==> src/qmm_pkg.sv <==
`timescale 1ns / 1ps
// ----------------------------------------------------------------------------
// Quad motor mixer package
// Shared fixed-point constants, widths, register indexes and types for the
// X-frame motor mixer with smoothing and clip feedforward.
// ----------------------------------------------------------------------------
package qmm_pkg;

    // Fixed-point format of every Q value on the ports
    localparam int FRAC_BITS = 14;
    localparam int ONE_Q     = 1 << FRAC_BITS;
    localparam int TENTH_Q   = (ONE_Q + 5) / 10;
    localparam int MILLI_Q   = (ONE_Q + 500) / 1000;

    // Field widths
    localparam int STICK_W = 15;
    localparam int CMD_W   = 16;
    localparam int THR_W   = 16;
    localparam int OUT_W   = 15;
    localparam int CAP_W   = 15;
    localparam int CARRY_W = 15;

    // Internal arithmetic widths
    localparam int SUM_W   = 19;   // raw mix before saturation
    localparam int MIX_W   = 18;   // saturated mix and filter taps
    localparam int HSUM_W  = 20;   // x + 2*prev + prev2
    localparam int CLIP_W  = 19;   // filtered value plus carry

    // Stick rescale: floor(n * 10 / 9) as a multiply by a reciprocal of 9
    localparam int SCALED_W   = 19;
    localparam int DIV9_SHIFT = 23;
    localparam int DIV9_W     = 20;
    localparam int DIV9_M     = ((1 << DIV9_SHIFT) + 8) / 9;
    localparam int PROD_W     = SCALED_W + DIV9_W;

    // Saturation limits of the mix
    localparam logic signed [SUM_W-1:0] MIX_HI = SUM_W'((1 << (MIX_W - 1)) - 1);
    localparam logic signed [SUM_W-1:0] MIX_LO = SUM_W'(-(1 << (MIX_W - 1)));

    // Configuration register indexes (word address)
    localparam int CFG_IDX_W = 2;
    localparam logic [CFG_IDX_W-1:0] REG_FILTER_ENABLE = 2'd0;
    localparam logic [CFG_IDX_W-1:0] REG_CLIP_ENABLE   = 2'd1;
    localparam logic [CFG_IDX_W-1:0] REG_CLIP_CAP      = 2'd2;
    localparam int CLIP_CAP_RESET = 8192;

    typedef struct packed {
        logic             filter_en;
        logic             clip_en;
        logic [CAP_W-1:0] clip_cap;
    } cfg_t;

    // Control handed from the top level to each motor channel
    typedef struct packed {
        logic advance;
        logic motors_off;
        cfg_t cfg;
    } motor_ctl_t;

    // Contents of the input stage
    typedef struct packed {
        logic                    valid;
        logic                    motors_off;
        logic [THR_W-1:0]        throttle;
        logic signed [CMD_W-1:0] roll;
        logic signed [CMD_W-1:0] pitch;
        logic signed [CMD_W-1:0] yaw;
    } tick_t;

    // Saturate a raw mix sum to the 18-bit signed range
    function automatic logic signed [MIX_W-1:0] sat_mix(input logic signed [SUM_W-1:0] s);
        logic signed [MIX_W-1:0] r;
        if (s > MIX_HI) begin
            r = MIX_HI[MIX_W-1:0];
        end else if (s < MIX_LO) begin
            r = MIX_LO[MIX_W-1:0];
        end else begin
            r = s[MIX_W-1:0];
        end
        return r;
    endfunction

endpackage

==> src/quad_motor_mix_filter_clip.sv <==
`timescale 1ns / 1ps
// ----------------------------------------------------------------------------
// Quad motor mixer with filter and clip feedforward
// Top level: configuration registers, X-frame mix, four motor channels and
// the output register.
// ----------------------------------------------------------------------------
// The block accepts one control tick per clock while results are taken, and
// returns one result per tick. Its result passes through the input register
// and then the output register, from which it is taken when the output side
// is not stalled. The input stage holds the rescaled
// throttle, whose divide by nine is a single reciprocal multiply; the output
// stage takes the mix, the Hann filter and the clip feedforward of all four
// motors in one pass. The input register takes a request whenever it is
// empty or the output register is free or being emptied, so ticks flow back
// to back while results are taken; while a result waits, one more tick can
// still be held, and the input stalls only when both registers are full.
// Filter history and carried excess reset to zero; configuration is written
// over the APB port.
// ----------------------------------------------------------------------------
module quad_motor_mix_filter_clip
    import qmm_pkg::*;
(
    input  logic        aclk,
    input  logic        aresetn,
    // Input ticks
    input  logic        s_tvalid,
    output logic        s_tready,
    // s_tdata: throttle_stick[14:0], roll_cmd[30:15], pitch_cmd[46:31],
    //          yaw_cmd[62:47], failsafe[63]
    input  logic [63:0] s_tdata,
    // Results
    output logic        m_tvalid,
    input  logic        m_tready,
    // m_tdata: motor_front_left[14:0], motor_front_right[29:15],
    //          motor_back_right[44:30], motor_back_left[59:45],
    //          motors_on[60], zero[63:61]
    output logic [63:0] m_tdata,
    // Configuration
    input  logic        psel,
    input  logic        penable,
    input  logic        pwrite,
    input  logic [3:0]  paddr,
    input  logic [31:0] pwdata,
    output logic [31:0] prdata,
    output logic        pready
);

    localparam int NMOT = 4;

    cfg_t                    cfg_reg;
    logic                    cfg_write;
    logic [CFG_IDX_W-1:0]    cfg_idx;
    tick_t                   tick;
    logic                    out_free;
    logic                    advance;
    motor_ctl_t              motor_ctl;
    logic signed [SUM_W-1:0] t_ext;
    logic signed [SUM_W-1:0] r_ext;
    logic signed [SUM_W-1:0] p_ext;
    logic signed [SUM_W-1:0] y_ext;
    logic signed [MIX_W-1:0] mix [NMOT];
    logic [OUT_W-1:0]        motor [NMOT];
    logic                    m_valid_reg;
    logic [60:0]             m_data_reg;

    // APB configuration registers
    assign pready    = 1'b1;
    assign cfg_idx   = paddr[3:2];
    assign cfg_write = psel && penable && pwrite && pready;

    always_ff @(posedge aclk) begin
        if (!aresetn) begin
            cfg_reg.filter_en <= 1'b0;
            cfg_reg.clip_en   <= 1'b0;
            cfg_reg.clip_cap  <= CAP_W'(CLIP_CAP_RESET);
        end else if (cfg_write) begin
            unique case (cfg_idx)
                REG_FILTER_ENABLE: cfg_reg.filter_en <= pwdata[0];
                REG_CLIP_ENABLE:   cfg_reg.clip_en   <= pwdata[0];
                REG_CLIP_CAP:      cfg_reg.clip_cap  <= pwdata[CAP_W-1:0];
                default: begin
                end
            endcase
        end
    end

    always_comb begin
        unique case (cfg_idx)
            REG_FILTER_ENABLE: prdata = 32'(cfg_reg.filter_en);
            REG_CLIP_ENABLE:   prdata = 32'(cfg_reg.clip_en);
            REG_CLIP_CAP:      prdata = 32'(cfg_reg.clip_cap);
            default:           prdata = '0;
        endcase
    end

    // Input stage
    qmm_throttle u_throttle (
        .aclk     (aclk),
        .aresetn  (aresetn),
        .s_tvalid (s_tvalid),
        .s_tready (s_tready),
        .s_tdata  (s_tdata),
        .out_free (out_free),
        .tick     (tick)
    );

    assign out_free = !m_valid_reg || m_tready;
    assign advance  = tick.valid && out_free;

    always_comb begin
        motor_ctl.advance    = advance;
        motor_ctl.motors_off = tick.motors_off;
        motor_ctl.cfg        = cfg_reg;
    end

    // X-frame mix, saturated to the 18-bit signed range
    always_comb begin
        t_ext  = SUM_W'({1'b0, tick.throttle});
        r_ext  = SUM_W'(tick.roll);
        p_ext  = SUM_W'(tick.pitch);
        y_ext  = SUM_W'(tick.yaw);
        mix[0] = sat_mix(t_ext + r_ext - p_ext - y_ext);
        mix[1] = sat_mix(t_ext - r_ext - p_ext + y_ext);
        mix[2] = sat_mix(t_ext - r_ext + p_ext - y_ext);
        mix[3] = sat_mix(t_ext + r_ext + p_ext + y_ext);
    end

    // One channel per motor: front left, front right, back right, back left
    for (genvar i = 0; i < NMOT; i++) begin : g_motor
        qmm_motor u_motor (
            .aclk    (aclk),
            .aresetn (aresetn),
            .ctl     (motor_ctl),
            .mix     (mix[i]),
            .motor   (motor[i])
        );
    end

    // Output register
    always_ff @(posedge aclk) begin
        if (!aresetn) begin
            m_valid_reg <= 1'b0;
        end else if (out_free) begin
            m_valid_reg <= tick.valid;
        end
    end

    always_ff @(posedge aclk) begin
        if (advance) begin
            m_data_reg <= {!tick.motors_off, motor[3], motor[2], motor[1], motor[0]};
        end
    end

    assign m_tvalid = m_valid_reg;
    assign m_tdata  = {3'b000, m_data_reg};

    // A switched-off result carries zero on every motor
    a_off_zero: assert property (@(posedge aclk) disable iff (!aresetn)
        m_valid_reg && !m_data_reg[60] |-> m_data_reg[59:0] == '0)
        else $error("motors off but a motor field is non-zero");

    // Every motor field stays within full scale
    a_range: assert property (@(posedge aclk) disable iff (!aresetn)
        m_valid_reg |-> (m_data_reg[14:0] <= OUT_W'(ONE_Q)) &&
                        (m_data_reg[29:15] <= OUT_W'(ONE_Q)) &&
                        (m_data_reg[44:30] <= OUT_W'(ONE_Q)) &&
                        (m_data_reg[59:45] <= OUT_W'(ONE_Q)))
        else $error("motor value above full scale");

    // A tick held in the input stage by a stalled output is not lost
    a_stage_hold: assert property (@(posedge aclk) disable iff (!aresetn)
        tick.valid && !out_free |=> tick.valid && $stable(tick))
        else $error("input stage changed while the output was stalled");

    // A tick leaving the input stage always shows up as a result
    a_out_load: assert property (@(posedge aclk) disable iff (!aresetn)
        advance |=> m_valid_reg)
        else $error("advanced tick did not reach the output register");

endmodule

==> src/qmm_throttle.sv <==
`timescale 1ns / 1ps
// ----------------------------------------------------------------------------
// Quad motor mixer input stage
// Unpacks an input request, rescales the throttle stick and decides whether
// the motors are off, then holds the result in the input register.
// ----------------------------------------------------------------------------
module qmm_throttle
    import qmm_pkg::*;
(
    input  logic        aclk,
    input  logic        aresetn,
    input  logic        s_tvalid,
    output logic        s_tready,
    // s_tdata: throttle_stick[14:0], roll_cmd[30:15], pitch_cmd[46:31],
    //          yaw_cmd[62:47], failsafe[63]
    input  logic [63:0] s_tdata,
    input  logic        out_free,
    output tick_t       tick
);

    logic [STICK_W-1:0]      stick;
    logic                    failsafe;
    logic [STICK_W-1:0]      diff;
    logic [SCALED_W-1:0]     scaled;
    logic [PROD_W-1:0]       prod;
    logic [THR_W-1:0]        thr;
    logic                    valid_reg;
    tick_t                   data_reg;
    tick_t                   data_next;

    assign stick    = s_tdata[14:0];
    assign failsafe = s_tdata[63];

    // Throttle = floor((stick - tenth) * 10 / 9); the divide by nine is a
    // reciprocal multiply that is exact over the whole stick range.
    always_comb begin
        diff   = stick - STICK_W'(TENTH_Q);
        scaled = (SCALED_W'(diff) << 3) + (SCALED_W'(diff) << 1);
        prod   = PROD_W'(scaled) * PROD_W'(DIV9_M);
        if (stick < STICK_W'(TENTH_Q)) begin
            thr = '0;
        end else begin
            thr = prod[DIV9_SHIFT +: THR_W];
        end
    end

    always_comb begin
        data_next            = '0;
        data_next.valid      = 1'b1;
        data_next.motors_off = failsafe || (thr < THR_W'(MILLI_Q));
        data_next.throttle   = thr;
        data_next.roll       = s_tdata[30:15];
        data_next.pitch      = s_tdata[46:31];
        data_next.yaw        = s_tdata[62:47];
    end

    // The stage takes a new request whenever it is empty or drains this cycle
    assign s_tready = !valid_reg || out_free;

    always_ff @(posedge aclk) begin
        if (!aresetn) begin
            valid_reg <= 1'b0;
        end else if (s_tready) begin
            valid_reg <= s_tvalid;
        end
    end

    always_ff @(posedge aclk) begin
        if (s_tready && s_tvalid) begin
            data_reg <= data_next;
        end
    end

    always_comb begin
        tick       = data_reg;
        tick.valid = valid_reg;
    end

endmodule

==> src/qmm_motor.sv <==
`timescale 1ns / 1ps
// ----------------------------------------------------------------------------
// Quad motor mixer motor channel
// Three-tap Hann smoothing, clip feedforward and output saturation for one
// motor, with the filter history and carried excess of that motor.
// ----------------------------------------------------------------------------
module qmm_motor
    import qmm_pkg::*;
(
    input  logic                    aclk,
    input  logic                    aresetn,
    input  motor_ctl_t              ctl,
    input  logic signed [MIX_W-1:0] mix,
    output logic [OUT_W-1:0]        motor
);

    logic signed [MIX_W-1:0]  prev_reg;
    logic signed [MIX_W-1:0]  prev2_reg;
    logic [CARRY_W-1:0]       carry_reg;
    logic [CARRY_W-1:0]       carry_next;
    logic signed [HSUM_W-1:0] hsum;
    logic signed [MIX_W-1:0]  filt;
    logic signed [CLIP_W-1:0] fw;
    logic signed [CLIP_W-1:0] cw;
    logic signed [CLIP_W-1:0] capw;
    logic signed [CLIP_W-1:0] one;
    logic signed [CLIP_W-1:0] excess;
    logic signed [CLIP_W-1:0] topped;
    logic signed [CLIP_W-1:0] clip_v;

    // Hann filter: floor((x + 2*prev + prev2) / 4)
    always_comb begin
        hsum = HSUM_W'(mix) + (HSUM_W'(prev_reg) <<< 1) + HSUM_W'(prev2_reg);
        filt = ctl.cfg.filter_en ? hsum[HSUM_W-1:2] : mix;
    end

    // Clip feedforward: excess above full scale is stored, capped, and added
    // back on later requests until it is used up.
    always_comb begin
        fw         = CLIP_W'(filt);
        cw         = CLIP_W'({1'b0, carry_reg});
        capw       = CLIP_W'({1'b0, ctl.cfg.clip_cap});
        one        = CLIP_W'(ONE_Q);
        excess     = cw + fw - one;
        topped     = fw + cw;
        clip_v     = fw;
        carry_next = carry_reg;
        if (ctl.cfg.clip_en) begin
            if (fw > one) begin
                carry_next = (excess > capw) ? ctl.cfg.clip_cap : excess[CARRY_W-1:0];
            end else if (carry_reg != '0) begin
                clip_v = topped;
                if (topped > one) begin
                    carry_next = excess[CARRY_W-1:0];
                end else begin
                    carry_next = '0;
                end
            end
        end
    end

    // Saturate to 0..1; a switched-off tick drives zero
    always_comb begin
        if (ctl.motors_off || (clip_v < 0)) begin
            motor = '0;
        end else if (clip_v > one) begin
            motor = OUT_W'(ONE_Q);
        end else begin
            motor = clip_v[OUT_W-1:0];
        end
    end

    // History and carry move only when a request passes to the output
    always_ff @(posedge aclk) begin
        if (!aresetn) begin
            prev_reg  <= '0;
            prev2_reg <= '0;
            carry_reg <= '0;
        end else if (ctl.advance) begin
            if (ctl.cfg.filter_en) begin
                prev2_reg <= prev_reg;
                prev_reg  <= ctl.motors_off ? '0 : mix;
            end
            if (ctl.cfg.clip_en && !ctl.motors_off) begin
                carry_reg <= carry_next;
            end
        end
    end

endmodule

==> config.mk <==
export PLATFORM = sky130hd
export DESIGN_NAME = quad_motor_mix_filter_clip
export DESIGN_NICKNAME = d
export VERILOG_FILES = /design/src/qmm_pkg.sv /design/src/quad_motor_mix_filter_clip.sv /design/src/qmm_throttle.sv /design/src/qmm_motor.sv
export SDC_FILE = /design/constraint.sdc
export NUM_CORES = 2
export LEC_CHECK = 0
export ABC_AREA = 1
export BUFFER_PORTS_ARGS = -buffer_cell sky130_fd_sc_hd__buf_2
export CAP_MARGIN = 10
export CELL_PAD_IN_SITES_DETAIL_PLACEMENT = 0
export CELL_PAD_IN_SITES_GLOBAL_PLACEMENT = 2
export CORE_UTILIZATION = 34
export CTS_BUF_LIST = sky130_fd_sc_hd__clkbuf_8
export CTS_CLUSTER_SIZE = 28
export DETAILED_ROUTE_END_ITERATION = 7
export PLACE_DENSITY = 0.76
export SKIP_CTS_REPAIR_TIMING = 1
export SLEW_MARGIN = 20
export SYNTH_ARGS = -nofsm -noshare
export SYNTH_HDL_FRONTEND = slang
export SYNTH_SLANG_ARGS = --single-unit
==> constraint.sdc <==
create_clock -name aclk -period 9.7 [get_ports aclk]
set_clock_uncertainty 0.05 [all_clocks]
set_input_delay 0.97 -clock aclk [delete_from_list [all_inputs] [get_ports aclk]]
set_output_delay 0.97 -clock aclk [all_outputs]
set_load 0.01 [all_outputs]
==> summary.txt <==
STA
  – Final hold slack: 355 ps
  – Hold Vio Cnt, Final: 0
  – Slew HR: 28.4%
  – Setup violators final: 116
  – RSZ-0062 raised after global routing: true
  – Final Slew Violations: 0
  – Final period utilization: 109%
  – Worst-Margin Slew: 1060 ps
  – Min Clock Period, post-route: 10570 ps
  – F_max: between 90 and 100 MHz
  – PnR worst setup slack: -869 ps

Yosys
  – Post-synth EDFFs: 126
  – Mapped Avg Cell Area: 7.25 um2
  – Post-synth top area share: 14.7%
  – Area leader, netlist: ha_1
  – Post-Synth Adder-Cell Area: 26.8%
  – Synth Area in Compound Gates: 13.9%
  – Asr flop ratio synth: 0%
  – Sequential area share after synthesis: 21.3%
  – Mux cell area share after synthesis: 0%
  – Largest family of logic cells by synthesized area: adder cells
  – Mapped Cells: 5352
  – Post-synth top flop: dfxtp_1
  – Synth warn: 0
  – Synth Area in Simple Gates: 23.2%
  – Yosys cell types: 59
  – Post-synth design cell area: just under 40000 um2
  – Xor and xnor area share after synthesis: 4.69%
  – Area contributors post-synth: ha_1 15%, nand2_1 12%, fa_1 12%, dfxtp_1 12%, edfxtp_1 9.8%
  – Yosys reg bits: 349

Global route
  – Total gr overflow: 0
  – First-pass GRT wire length: 209000 um
  – Antenna violations before repair: 2
  – GRT Overall Usage: 22.9%
  – Largest net degree at the start of global routing: 91
  – Number of global-route vias before repair: 37270

Routing
  – Wire length per cell: between 15 and 20 um
  – Met2 wirelength from detailed routing: about 61000 um
  – Max layer used: met4
  – Starting DRT DRC Count: 2357
  – Vias per std cell: ~4.8
  – DRC Markers: 0
  – Pre-antenna DRT Iters: 5
  – Post-DRT Antenna Nets: 0
  – WL final: approximately 140000 um
  – WL met3: ~5800 um
  – Vias: 38471
  – Post-Route M1 WL: ~66000 um

Setup path
  – WP buf/inv: 14
  – Setup crit start kind: flip-flop
  – CP max stage delay: around 560 ps
  – Crit path kind: flip-flop to flip-flop
  – Critical path's slowest cell: fa_1
  – Worst Setup End Kind: flip-flop
  – Most used cell, CP: nand2_1
  – Worst EP arrival: 11170 ps
  – Cell family with most CP delay: simple AND/OR/NAND/NOR gates
  – Peak fanout along the critical path: 6
  – Required @ worst endpoint: 10300 ps

Outcome
  – Failing checks: setup timing
  – Status: finished with violations

Floorplan
  – Die Y: about 340 um
  – Initial core utilization: about a third
  – Total die area: 115000 um2
  – Ports: 206
  – Row count: 123
  – Core footprint: 113000 um2
  – Die Span X: around 340 um

Final layout
  – Number of fill cells: roughly 11000
  – Layout cells sized above 1: 28.1%
  – Fin util: 46.7%
  – Finished Layout Cells: 8086
  – Area Overhead vs Synth: 35.7%
  – Final instance area: 52700 um2
  – Final #Nets: 7321

Placed design
  – Placed Instances: 7902
  – Post-DP Area: 48700 um2
  – HPWL after detailed placement: around 110000 um
  – Gpl congestion: between 0.9 and 1
  – Count of buffers from port buffering: approximately 170

Clock network
  – Clock root buffer: clkbuf_8
  – CTS clk-pin slew, worst paths: 70 ps
  – Clock sinks: 349
  – TritonCTS buffer count: 75
  – H-tree levels: 3
  – CTS tree: done
  – Latest clock arrival within the worst-skew pair: 740 ps
  – Clk buf depth: 3

Hold path
  – HP Class: input port to flip-flop

Run
  – Max-cap violations: 0
==> Yosys cell counts, drive strengths merged (36+ instances only) <==
cell and n:
o21bai 36, inv 827, edfxtp 126, xnor2 57, nand3 301, clkbuf 82, buf 70, ha 456
nor2 391, a21oi 545, nand4 37, nand2 1300, o21ai 293, xor2 151, fa 234, dfxtp 223
==> per-stage QoR <==
| stage | setup TNS [ps] | setup WS (ps) |
|---|---|---|
| after global routing | -129300 | -1440 |
| after detailed placement | -115440 | -1440 |
| after floorplan | 0 | 0.0906 |
| final | -46290 | -869 |
| after CTS | -116540 | -1520 |
| after global placement | -94800 | -1310 |
==> layout by cell type, fill, tap and decap left out, drive strengths merged, types with 223 or more instances in the layout <==
| master | n |
|---|---|
| inv | 846 |
| ha | 456 |
| nand2 | 1303 |
| o21ai | 293 |
| dfxtp | 223 |
| nand3 | 301 |
| nor2 | 391 |
| fa | 234 |
| buf | 1220 |
| a21oi | 545 |
==> cell families after synthesis <==
kind of cell    count (synthesis)
simple gates                 2129
compound gates                993
buf+inv                       981
fa+ha+maj                     690
flops                         349
xor+xnor                      208
other cells                     2
==> routing by layer <==
metal  vias to the layer above  GRT usage [%]
met1                     17839           32.5
met3                       135           2.32
met2                       791           37.0
met5                         -              0
li1                      19706              -
met4                         0           5.51
==> area by class of cell <==
type | count | area [um2] | share of cell area [%]
inverter | 829 | 3130 | 5.94
timing repair buffer | 1223 | 9000 | 17.1
multi-input combinational | 4046 | 28800 | 54.6
antenna | 1 | 2.50 | 0.00475
tap | 1500 | 1880 | 3.56
clock inverter | 59 | 549 | 1.04
clock buffer | 79 | 1090 | 2.06
sequential | 349 | 8250 | 15.7
==> path summary, 6_finish.rpt <==
kind                                                startpoint                               end  slack (ps)  cells after the start
worst max-delay path                       u_throttle.tick[49]  g_motor[0].u_motor.carry_reg[12]        -870                     77
worst min-delay path                               s_tdata[61]               u_throttle.tick[14]         350                      1
worst min register to register  g_motor[1].u_motor.prev_reg[0]    g_motor[1].u_motor.prev_reg[0]         410                      2
worst max register to register             u_throttle.tick[49]  g_motor[0].u_motor.carry_reg[12]        -870                     77
==> worst reg2reg max path: cells and delay by family, from the launching register on <==
family                     cells  cell delay [ps]
DFF                            1              450
AOI/OAI and AO/OA             17             2270
xor gates and xnor gates       3              430
and+or+nand+nor               36             3160
adders and majority gates      7             2830
buffers and inverters         14             1310
Power is not shown: default switching activity piles up to over one toggle a cycle in this logic, so the estimate is an artifact.
